==> config.mk <==
export PLATFORM = sky130hd
export DESIGN_NAME = partial_permutation_ranker_unit
export DESIGN_NICKNAME = d
export VERILOG_FILES = /design/src/ppr_pkg.sv /design/src/ppr_seq.sv /design/src/partial_permutation_ranker_unit.sv
export SDC_FILE = /design/constraint.sdc
export NUM_CORES = 2
export LEC_CHECK = 0
export BUFFER_PORTS_ARGS = -buffer_cell sky130_fd_sc_hd__buf_2
export CORE_MARGIN = 5
export CORE_UTILIZATION = 50
export CTS_BUF_LIST = sky130_fd_sc_hd__clkbuf_8
export DETAILED_ROUTE_END_ITERATION = 12
export PLACE_DENSITY = 0.67
export RECOVER_POWER = 100
export SETUP_SLACK_MARGIN = 0.4
export SYNTH_ARGS = -nofsm -noshare
export SYNTH_HDL_FRONTEND = slang
export SYNTH_SLANG_ARGS = --single-unit
==> constraint.sdc <==
create_clock -name clk_i -period 29.9 [get_ports clk_i]
set_input_delay 0 -clock clk_i [delete_from_list [all_inputs] [get_ports clk_i]]
set_output_delay 0 -clock clk_i [all_outputs]
set_load 0.03 [all_outputs]
==> src/ppr_pkg.sv <==
// Shared types and constants of the partial permutation ranker.
package ppr_pkg;

  localparam int unsigned MaxSetDefault = 20;
  localparam int unsigned SizeW         = 5;
  localparam int unsigned ElemW         = 8;
  localparam int unsigned PosW          = 6;
  localparam int unsigned RankW         = 62;
  localparam int unsigned CfgIdxW       = 2;

  localparam logic [CfgIdxW-1:0] CfgSetSize    = 2'd0;
  localparam logic [CfgIdxW-1:0] CfgSeqLength  = 2'd1;
  localparam logic [CfgIdxW-1:0] CfgLenFromSeq = 2'd2;

  typedef enum logic [2:0] {
    StOk       = 3'd0,
    StKGtN     = 3'd1,
    StLenNeqK  = 3'd2,
    StLenGtN   = 3'd3,
    StValGeqN  = 3'd4,
    StDup      = 3'd5
  } status_e;

  typedef struct packed {
    logic [SizeW-1:0] set_size;
    logic [SizeW-1:0] seq_length;
    logic             len_from_seq;
  } cfg_t;

  typedef struct packed {
    logic [RankW-1:0] rank;
    logic [RankW-1:0] count;
    status_e          status;
  } rank_result_t;

endpackage

==> src/ppr_seq.sv <==
// Sequence state of the ranker and its per-element update, applied on each step.
module ppr_seq #(
  parameter int unsigned MAX_SET = ppr_pkg::MaxSetDefault
) (
  input  logic                       clk_i,
  input  logic                       rst_ni,
  input  logic                       step_i,
  input  logic [ppr_pkg::ElemW-1:0]  element_i,
  input  logic                       last_i,
  input  ppr_pkg::cfg_t              cfg_i,
  output ppr_pkg::rank_result_t      result_o
);

  localparam int unsigned IdxW = (MAX_SET > 1) ? $clog2(MAX_SET) : 1;

  logic [MAX_SET-1:0]               used_q, used_d;
  logic [ppr_pkg::PosW-1:0]         pos_q, pos_d;
  logic [ppr_pkg::RankW-1:0]        rank_q, rank_d;
  logic [ppr_pkg::RankW-1:0]        count_q, count_d;
  ppr_pkg::status_e                 err_code_q, err_code_d;
  logic [ppr_pkg::PosW-1:0]         err_pos_q, err_pos_d;
  logic [ppr_pkg::SizeW-1:0]        fpos_q [MAX_SET];

  logic [ppr_pkg::SizeW-1:0] n_eff, k_eff;
  logic [IdxW-1:0]           idx;
  logic                      in_range, val_err, dup, upd;
  logic [MAX_SET-1:0]        below_mask;
  logic [ppr_pkg::SizeW-1:0] below, m;
  logic [ppr_pkg::RankW-1:0] rank_upd, count_upd;
  logic [ppr_pkg::PosW-1:0]  cand_pos, err_pos_upd;
  ppr_pkg::status_e          cand_code, err_code_upd, len_status;
  logic [ppr_pkg::PosW:0]    length;

  assign n_eff = (cfg_i.set_size > ppr_pkg::SizeW'(MAX_SET)) ?
                 ppr_pkg::SizeW'(MAX_SET) : cfg_i.set_size;
  assign k_eff = (cfg_i.seq_length > ppr_pkg::SizeW'(MAX_SET)) ?
                 ppr_pkg::SizeW'(MAX_SET) : cfg_i.seq_length;

  assign idx      = element_i[IdxW-1:0];
  assign in_range = pos_q < ppr_pkg::PosW'(n_eff);
  assign val_err  = element_i >= ppr_pkg::ElemW'(n_eff);
  // The bitmap and the position table are only looked at for values below n.
  assign dup      = !val_err && used_q[idx];
  assign upd      = in_range && !val_err && !dup;

  assign below_mask = (MAX_SET'(1) << idx) - MAX_SET'(1);
  assign below      = ppr_pkg::SizeW'(element_i) -
                      ppr_pkg::SizeW'($countones(used_q & below_mask));
  assign m          = n_eff - ppr_pkg::SizeW'(pos_q);

  assign rank_upd  = upd ? (rank_q * ppr_pkg::RankW'(m) + ppr_pkg::RankW'(below)) : rank_q;
  assign count_upd = upd ? (count_q * ppr_pkg::RankW'(m)) : count_q;

  // A duplicate is charged to the position where its value first appeared.
  assign cand_pos  = val_err ? pos_q : ppr_pkg::PosW'(fpos_q[idx]);
  assign cand_code = ppr_pkg::status_e'(val_err ? ppr_pkg::StValGeqN : ppr_pkg::StDup);

  always_comb begin
    err_pos_upd  = err_pos_q;
    err_code_upd = err_code_q;
    if (in_range && (val_err || dup) && (cand_pos < err_pos_q)) begin
      err_pos_upd  = cand_pos;
      err_code_upd = cand_code;
    end
  end

  assign length = {1'b0, pos_q} + (ppr_pkg::PosW+1)'(1);

  always_comb begin
    len_status = ppr_pkg::StOk;
    if (!cfg_i.len_from_seq) begin
      if (k_eff > n_eff) begin
        len_status = ppr_pkg::StKGtN;
      end else if (length != (ppr_pkg::PosW+1)'(k_eff)) begin
        len_status = ppr_pkg::StLenNeqK;
      end
    end else if (length > (ppr_pkg::PosW+1)'(n_eff)) begin
      len_status = ppr_pkg::StLenGtN;
    end
  end

  always_comb begin
    result_o.status = ppr_pkg::status_e'((len_status != ppr_pkg::StOk) ?
                                         len_status : err_code_upd);
    if (result_o.status == ppr_pkg::StOk) begin
      result_o.rank  = rank_upd;
      result_o.count = count_upd;
    end else begin
      result_o.rank  = '0;
      result_o.count = '0;
    end
  end

  always_comb begin
    used_d     = used_q;
    pos_d      = pos_q;
    rank_d     = rank_q;
    count_d    = count_q;
    err_code_d = err_code_q;
    err_pos_d  = err_pos_q;
    if (step_i) begin
      if (last_i) begin
        used_d     = '0;
        pos_d      = '0;
        rank_d     = '0;
        count_d    = ppr_pkg::RankW'(1);
        err_code_d = ppr_pkg::StOk;
        err_pos_d  = '1;
      end else begin
        if (upd) begin
          used_d[idx] = 1'b1;
        end
        pos_d      = (pos_q != '1) ? pos_q + ppr_pkg::PosW'(1) : pos_q;
        rank_d     = rank_upd;
        count_d    = count_upd;
        err_code_d = err_code_upd;
        err_pos_d  = err_pos_upd;
      end
    end
  end

  always_ff @(posedge clk_i or negedge rst_ni) begin
    if (!rst_ni) begin
      used_q     <= '0;
      pos_q      <= '0;
      rank_q     <= '0;
      count_q    <= ppr_pkg::RankW'(1);
      err_code_q <= ppr_pkg::StOk;
      err_pos_q  <= '1;
    end else begin
      used_q     <= used_d;
      pos_q      <= pos_d;
      rank_q     <= rank_d;
      count_q    <= count_d;
      err_code_q <= err_code_d;
      err_pos_q  <= err_pos_d;
    end
  end

  always_ff @(posedge clk_i) begin
    if (step_i && upd) begin
      fpos_q[idx] <= ppr_pkg::SizeW'(pos_q);
    end
  end

endmodule

==> src/partial_permutation_ranker_unit.sv <==
// Top level of the partial permutation ranker: input stage, state, result register.
//
// Elements of an arrangement enter on the input channel one beat each, with
// last_i marking the final element. Each accepted beat lands in an input
// register; when it moves on, the running rank, the arrangement count and the
// error record are updated in one pass, which is set by the 62-bit by 5-bit
// multiplies of the rank and count. The beat marked last then loads the result
// register, so its rank, count and status show on the output channel once it
// has moved on from the input register. One element can be taken every cycle
// while in_stall_o is low. Elements that are not last keep flowing while a
// result waits; a last element waits in the input register while the result
// register is held by a stalled receiver, and only then is in_stall_o raised.
// Configuration is written through cfg_we_i, cfg_idx_i and cfg_wdata_i while
// the block is idle. Reset clears the configuration to zero, the sequence state to
// an empty arrangement and both channels to empty; no clearing pass is needed.
module partial_permutation_ranker_unit #(
  parameter int unsigned MAX_SET = ppr_pkg::MaxSetDefault
) (
  input  logic                         clk_i,
  input  logic                         rst_ni,
  input  logic                         cfg_we_i,
  input  logic [ppr_pkg::CfgIdxW-1:0]  cfg_idx_i,
  input  logic [ppr_pkg::SizeW-1:0]    cfg_wdata_i,
  input  logic                         in_valid_i,
  output logic                         in_stall_o,
  input  logic [ppr_pkg::ElemW-1:0]    element_i,
  input  logic                         last_i,
  output logic                         out_valid_o,
  input  logic                         out_stall_i,
  output logic [ppr_pkg::RankW-1:0]    rank_o,
  output logic [ppr_pkg::RankW-1:0]    arrangement_count_o,
  output logic [2:0]                   status_o
);

  ppr_pkg::cfg_t             cfg_q;
  logic                      s1_valid_q;
  logic [ppr_pkg::ElemW-1:0] s1_elem_q;
  logic                      s1_last_q;
  logic                      out_valid_q;
  ppr_pkg::rank_result_t     out_q, result;
  logic                      out_free, advance, accept;

  always_ff @(posedge clk_i or negedge rst_ni) begin
    if (!rst_ni) begin
      cfg_q <= '0;
    end else if (cfg_we_i) begin
      case (cfg_idx_i)
        ppr_pkg::CfgSetSize:    cfg_q.set_size     <= cfg_wdata_i;
        ppr_pkg::CfgSeqLength:  cfg_q.seq_length   <= cfg_wdata_i;
        ppr_pkg::CfgLenFromSeq: cfg_q.len_from_seq <= cfg_wdata_i[0];
        default: ;
      endcase
    end
  end

  assign out_free   = !out_valid_q || !out_stall_i;
  // Only a last element needs room in the result register.
  assign advance    = s1_valid_q && (!s1_last_q || out_free);
  assign in_stall_o = s1_valid_q && !advance;
  assign accept     = in_valid_i && !in_stall_o;

  always_ff @(posedge clk_i or negedge rst_ni) begin
    if (!rst_ni) begin
      s1_valid_q <= 1'b0;
    end else if (accept) begin
      s1_valid_q <= 1'b1;
    end else if (advance) begin
      s1_valid_q <= 1'b0;
    end
  end

  always_ff @(posedge clk_i) begin
    if (accept) begin
      s1_elem_q <= element_i;
      s1_last_q <= last_i;
    end
  end

  ppr_seq #(
    .MAX_SET(MAX_SET)
  ) u_seq (
    .clk_i    (clk_i),
    .rst_ni   (rst_ni),
    .step_i   (advance),
    .element_i(s1_elem_q),
    .last_i   (s1_last_q),
    .cfg_i    (cfg_q),
    .result_o (result)
  );

  always_ff @(posedge clk_i or negedge rst_ni) begin
    if (!rst_ni) begin
      out_valid_q <= 1'b0;
    end else if (advance && s1_last_q) begin
      out_valid_q <= 1'b1;
    end else if (!out_stall_i) begin
      out_valid_q <= 1'b0;
    end
  end

  always_ff @(posedge clk_i) begin
    if (advance && s1_last_q) begin
      out_q <= result;
    end
  end

  assign out_valid_o         = out_valid_q;
  assign rank_o              = out_q.rank;
  assign arrangement_count_o = out_q.count;
  assign status_o            = out_q.status;

endmodule

Yosys cells after proc, flatten, opt, wreduce, memory -nomap -nowiden --
Memory sizes are Yosys's and may differ from the RTL's. A register that Yosys moved wholly into a read port is not among the register bits. Cells that the tools add are included.
Word-level totals: input bits 21, bits in writable memories 100, output and inout port bits 129, register bits after elaboration 308, memories kept 1
Memories:
- u_seq.fpos_q | words 20, width 5, rd ports 1, clocked after memory_dff 1, wr ports 1, RTL line ppr_seq.sv:22 | logic [ppr_pkg::SizeW-1:0] fpos_q [MAX_SET];
Operators by class: bitwise operators 2, add/subtract/negate cells 25, order comparisons 9, shift operators 1, multiply operators 2, mux-type cells 32, equal/unequal tests 5, reduce and logical (&&, ||, !) cells 34
Operators by type and width (number):
- 62-bit two-way mux | 4
- 62-bit by 5-bit multiplier with 62-bit output | 2
- 62-bit by 5-bit adder with 62-bit output | 1
- 5-bit adder | 9
- 20-bit two-way mux | 2
- 6-bit two-way mux | 5
- 1-bit by 1-bit adder with 2-bit output | 10
- 20-bit AND | 1
- 20-bit bitwise OR | 1
- 1-bit by 5-bit left shift with 20-bit output, first input constant | 1
- 20-bit by 2-bit subtractor with 20-bit output, second input constant | 1
- 3-bit two-way mux | 5
- 5-bit two-way mux | 3
- 2-bit AND reduction | 6
- 1-bit logical AND | 11
- 5-bit greater-than comparator, second input constant | 2
- 5-bit subtractor | 2
- 1-bit two-way mux | 9
- 8-bit by 5-bit >= comparator with 1-bit output | 1
- 2-bit nonzero test | 4
- 6-bit by 1-bit adder with 7-bit output, second input constant | 1
- 7-bit by 5-bit greater-than comparator with 1-bit output | 1
- 1-bit logical NOT | 7
- 7-bit by 5-bit != test with 1-bit output | 1
- 17 further kinds | 20

Longest topological paths before layout --
depth in word-level cells 12, mapped depth 44, depth with buffers taken out 43

Cells and area by module --
Synthesis repeated with hierarchy kept, for this count alone.
Unflattened totals: cell total of the unflattened synthesis 3925, area total of the unflattened synthesis 37599.8 um2
Modules (own cells, without submodules):
- ppr_seq | area each 32984.1 um2, cells each 3752, seq. area each 6990.5 um2, times used 1
- partial_permutation_ranker_unit | area each 4615.7 um2, cells each 173, seq. area each 4409.2 um2, times used 1

Worst setup path after synthesis --
OpenSTA, ideal clock, no wires.
path kind reg2reg, start point reg s1_elem_q[3] in the netlist's numbering, end point reg out_q, in the netlist rank_o[57], data pin, arrival time 10.159 ns, cell stages (with the launch flop) 42, period minus slack after synthesis 10.296 ns, buffers on the path 2, slack 19.604 ns, data required time 29.764 ns, path through edfxtp_1 > clkbuf_1 > nor2_1 > nand2_1 > or3_1 > ha_1 > and2_1 > o21ai_0 > nand2_1 > a22oi_1 > nor2b_1 > ha_1 > inv_1 > fa_1 > inv_1 > fa_1 > inv_1 > fa_1 > [6 not listed] > a21oi_1 > xnor2_1 > fa_1 > fa_1 > fa_1 > inv_1 > ha_1 > a21oi_1 > o21a_1 > o31a_1 > o21ai_1 > o211ai_1 > a21o_1 > a2111o_1 > and3_1 > clkbuf_1 > or4b_1 > nand3_1
On the way: word-level cells in the longest chain between the ends 11
Ends and longest elaborated chain:
- start: declaration | RTL line partial_permutation_ranker_unit.sv:37 | logic [ppr_pkg::ElemW-1:0] s1_elem_q;
- start signal: assignment | RTL line partial_permutation_ranker_unit.sv:74 | s1_elem_q <= element_i;
- 1-bit by 5-bit left shift with 20-bit output | RTL line ppr_seq.sv:46 | assign below_mask = (MAX_SET'(1) << idx) - MAX_SET'(1);
- 20-bit by 2-bit subtractor with 20-bit output | RTL line ppr_seq.sv:46
- 20-bit AND | RTL line ppr_seq.sv:48 | ppr_pkg::SizeW'($countones(used_q & below_mask));
- 1-bit by 1-bit adder with 2-bit output (implied by the code) | RTL line ppr_seq.sv:48
- 5-bit adder (implied by the code) (4 in a row) | RTL line ppr_seq.sv:48
- 5-bit subtractor | RTL line ppr_seq.sv:47 | assign below = ppr_pkg::SizeW'(element_i) -
- 62-bit by 5-bit adder with 62-bit output | RTL line ppr_seq.sv:51 | assign rank_upd = upd ? (rank_q * ppr_pkg::RankW'(m) + ppr_pkg::RankW'(below)) : rank_q;
- 62-bit two-way mux | RTL line ppr_seq.sv:51
- end signal: assignment | RTL line partial_permutation_ranker_unit.sv:103 | out_q <= result;
- end: declaration | RTL line partial_permutation_ranker_unit.sv:40 | ppr_pkg::rank_result_t out_q, result;
Several ways; a longest one is shown, not always the timed one. The select of a mux whose other input is x is not followed. A chain may end at the register's enable or synchronous reset.

Final worst setup path --
start point reg u_seq.pos_q[3] in the netlist's numbering, end point reg out_q, in the netlist arrangement_count_o[55], data pin
On the way: word-level cells in the longest chain between the ends 8
Ends and longest elaborated chain:
- start: declaration | RTL line ppr_seq.sv:17 | logic [ppr_pkg::PosW-1:0] pos_q, pos_d;
- start signal: assignment | RTL line ppr_seq.sv:132 | pos_q <= pos_d;
- parallel branches: the longest is 8 deep, another holds 62-bit by 5-bit multiplier with 62-bit output
Several ways; the timed one is not identified.

==> key figures <==
GRT
  • Pin count of the biggest net entering global routing: 85
  • Vias in the first global route: roughly 30000
  • Total global-route track usage: 0.2555
  • Antenna violations before repair: 2
  • Grt total ovfl: 0
  • First-pass GRT wire length: ~170000 um

Critical path
  • CP arrival: 13.55 ns
  • CP endpoint kind: flip-flop
  • CP Class: flip-flop to flip-flop
  • CP Launch Type: flip-flop
  • Crit path cell chain: inv_1, ha_1, a21oi_1, xnor2_2, clkbuf_1, clkbuf_1, nand2_1, fa_1, inv_1, fa_1, fa_1, ha_1, a2111oi_0, o31ai_1, o311a_1, o211ai_1, o31ai_1, o31ai_1, o21ai_0, a31o_2, xnor2_1, a22o_1
  • Slowest cell on crit path: clkbuf_1
  • Crit-path max cell delay: between 2 and 3 ns
  • Critical path startpoint: u_seq.pos_q[3]
  • FF-to-FF Start: u_seq.pos_q[3]
  • Crit-path max FO: 75
  • Critical path data required time: slightly above 30 ns

Synth
  • Synth Area per Inst: between 9 and 10 um^2
  • Post-synth EDFFs: around 240
  • Area leader, netlist: fa_1
  • Syn_nets: 4565
  • Seq/Total Area, Yosys: 0.3060
  • Top cell type's share of synthesized area: 0.1971
  • Yosys reg bits: 413
  • Top cells by area, synth: fa_1 (20%), edfxtp_1 (19%), dfrtp_1 (11%)
  • Synth Flop Type: edfxtp_1
  • Async set-or-reset flop fraction in the synthesized netlist: 0.4165
  • Synth warn: 0
  • Cell count after synthesis: between 3000 and 4000
  • Cell variety after synth: 83
  • Synth Cell Area: ~0.038 mm^2

Placed design
  • # port buffers: 149
  • Placer Congestion: 0.9120
  • Area post-placement: 0.03920 mm^2
  • Pre-CTS setup slack: approximately 18 ns
  • Dpl cells: a little under 5000
  • DP HPWL: a little over 70000 um

Clock network
  • Worst skew pair latency: between 0.7 and 0.8 ns
  • Clock transition at path regs: approximately 0.06 ns
  • # clock sinks: a little over 400
  • CTS tree: built
  • Post-CTS sizing: 0
  • Htree depth: 3
  • # Post-CTS Setup Buffers: 0
  • CTS root buf: clkbuf_8
  • Max Root-Sink Buffers: 3
  • TritonCTS buffer count: 77

Cells and area
  • Most frequent cells in the layout: nand2_1 (677), inv_1 (413), fa_1 (369)
  • Share of cells above drive strength 1: 0.05550
  • Final Non-Filler Cells: approximately 5100
  • Most common cell after layout, fill and taps aside: nand2_1
  • P&R area growth vs syn: 8.818%
  • Nets: 4672
  • Filler cells: about 6600
  • Final core occ: 0.5494
  • Finished Cell Area: roughly 0.041 mm^2

STA
  • Unrepaired setup endpoints after global routing: no
  • Post-route setup slack: about 17 ns
  • Final hold vios: 0
  • Worst-Margin Slew: between 4 and 5 ns
  • Final period util: 0.4397
  • Minimum clock period: around 13 ns
  • Setup TNS: 0 ns
  • Skew final: around 0.073 ns
  • Rel. slew slack: -2.034
  • Setup-failing EPs final: 0
  • Fin. max-slew vios: slightly below 800
  • Fmax: 76.07 MHz

Run
  • Number of max-cap violations: 13

Power
  • Sw frac: 0.3822
  • P_sw: approximately 640 uW
  • Worst vdd ir: between 0.05 and 0.06 mV
  • Int Power: slightly above 1 mW
  • Clock share of power: 0.354
  • Comb power frac: 0.260
  • Static Leak: approximately 18 nW
  • Flop pwr share: 0.386
  • P per Cell Area: approximately 41 mW/mm^2

Floorplan
  • Initial Util: 0.5049
  • Die Span Y: around 280 um
  • Die area: approximately 0.081 mm^2
  • Std-Cell Rows: 100
  • Die Wd: around 280 um
  • I/O Pins: 150
  • CORE AREA: between 0.07 and 0.08 mm^2

Hold path
  • Hold Crit Class: input pin to flip-flop
  • Min-delay src: out_stall_i

Route
  • WL/cell: around 20 um
  • First-pass iteration count of the detailed router: 6
  • Routed Wire Length: 103200 um
  • Via count: around 29000
  • Antenna Nets Post-Route: 0
  • DRC Markers: 0
  • Vias per cell: 5.750
  • 1st-iter DRT viols: roughly 2300

Status
  • Status: complete, but fails checks
  • Violated checks: max-capacitance violations, max-slew violations
## stage by stage
| step | hold WS [ns] | total power, mW |
|---|---|---|
| floorplan | -0.2956 | 0.9214 |
| global placement | 0.02968 | 1.077 |
| detailed placement | 0.03221 | 1.083 |
| CTS | 0.002404 | 1.679 |
| global route | 0.05779 | 1.742 |
| finish | 0.05880 | 1.662 |
## layout make-up
class	instances	area [um^2]	share of cell area
Clock buffer	87	1197	0.02928
Clock inverter	57	440.4	0.01077
Tap cell	969	1212	0.02964
Sequential cell	413	11500	0.2812
Timing Repair Buffer	217	1109	0.02710
Multi-Input combinational cell	2937	23940	0.5854
Inverter	397	1491	0.03647
Antenna cell	2	5.005	0.0001224
## cells in the mapped netlist, drive strengths merged, types with 4 or more instances
| cell type | n |
|---|---|
| nor2 | 192 |
| dfstp | 7 |
| o2111ai | 4 |
| o211ai | 12 |
| mux2i | 16 |
| xor2 | 43 |
| a211o | 5 |
| nand4 | 25 |
| edfxtp | 236 |
| a31oi | 29 |
| a311o | 4 |
| xnor2 | 101 |
| nand2b | 18 |
| a21oi | 233 |
| o21bai | 24 |
| dfxtp | 5 |
| dfrtp | 165 |
| nand2 | 678 |
| ha | 238 |
| nor2b | 27 |
| nand3 | 48 |
| mux2 | 12 |
| or3 | 19 |
| or4 | 6 |
| a21boi | 10 |
| a22o | 83 |
| nor4 | 5 |
| o41ai | 5 |
| fa | 370 |
| clkbuf | 173 |
| mux4 | 35 |
| nor3 | 41 |
| o21a | 30 |
| o21ai | 177 |
| a21o | 64 |
| and3 | 26 |
| o31ai | 9 |
| and2 | 275 |
| buf | 16 |
| a211oi | 12 |
| o31a | 6 |
| inv | 397 |
## worst paths after layout
kind | end | slack, ns | cells after the start
max | arrangement_count_o[55] | 16.75 | 22
min | out_valid_o | 0.06 | 4
max reg2reg | arrangement_count_o[55] | 16.75 | 22
min reg2reg | u_seq.err_pos_q[5] | 0.46 | 2
max in group asynchronous | u_seq.count_q[40] | 25.03 | 4
min in group asynchronous | u_seq.err_pos_q[2] | 1.09 | 3
## registers in the layout, indices dropped and copies added, names as in the netlist, 3 cells and up, named ones only
name	flops
u_seq.count_q	62
arrangement_count_o	62
rank_o	62
s1_elem_q	8
u_seq.rank_q	62
u_seq.used_q	20
status_o	3
cfg_q	11
u_seq.err_pos_q	6
u_seq.pos_q	6
u_seq.err_code_q	3
u_seq.fpos_q	100
## worst max-delay path, delay by kind of cell, from the launching register on
| kind | cells | cell delay (ns) |
|---|---|---|
| xor gates and xnor gates | 2 | 0.31 |
| and+or+nand+nor | 1 | 0.34 |
| adders and majority gates | 5 | 2.36 |
| DFF | 1 | 0.98 |
| buffers and inverters | 4 | 4.71 |
| AOI/OAI and AO/OA | 10 | 4.12 |
## per-layer routing
layer,global-route usage,part of all wire
met5,0,0
met3,0.04223,0.064
met2,0.4155,0.47
met1,0.3572,0.44
met4,0.07232,0.026
## timing repair
action                                 CTS  global route
setup endpoints to repair                0             0
endpoints found under the hold margin   99             0
hold buffers                            33             0
## power groups by stage
stage               logic, mW  registers (mW)  clock network, mW
floorplan               0.257           0.665                  0
global placement        0.426           0.651                  0
detailed placement      0.432           0.651                  0
CTS                     0.437           0.640              0.602
global route            0.469           0.644              0.629
finish                  0.432           0.642              0.588
## cell families (layout without fill, tap and decap cells)
family                     count (synthesis)  count (layout)  synth area share
AOI/OAI and AO/OA                        747             747            0.1268
xor gates and xnor gates                 145             145           0.03416
adders and majority gates                608             608            0.2763
buffers and inverters                    586             758           0.05899
DFF                                      413             413            0.3060
muxes                                     63              63           0.02883
other                                      0               2                 0
and+or+nand+nor                         1374            1374            0.1689
Power figures use the tool's default switching activity.
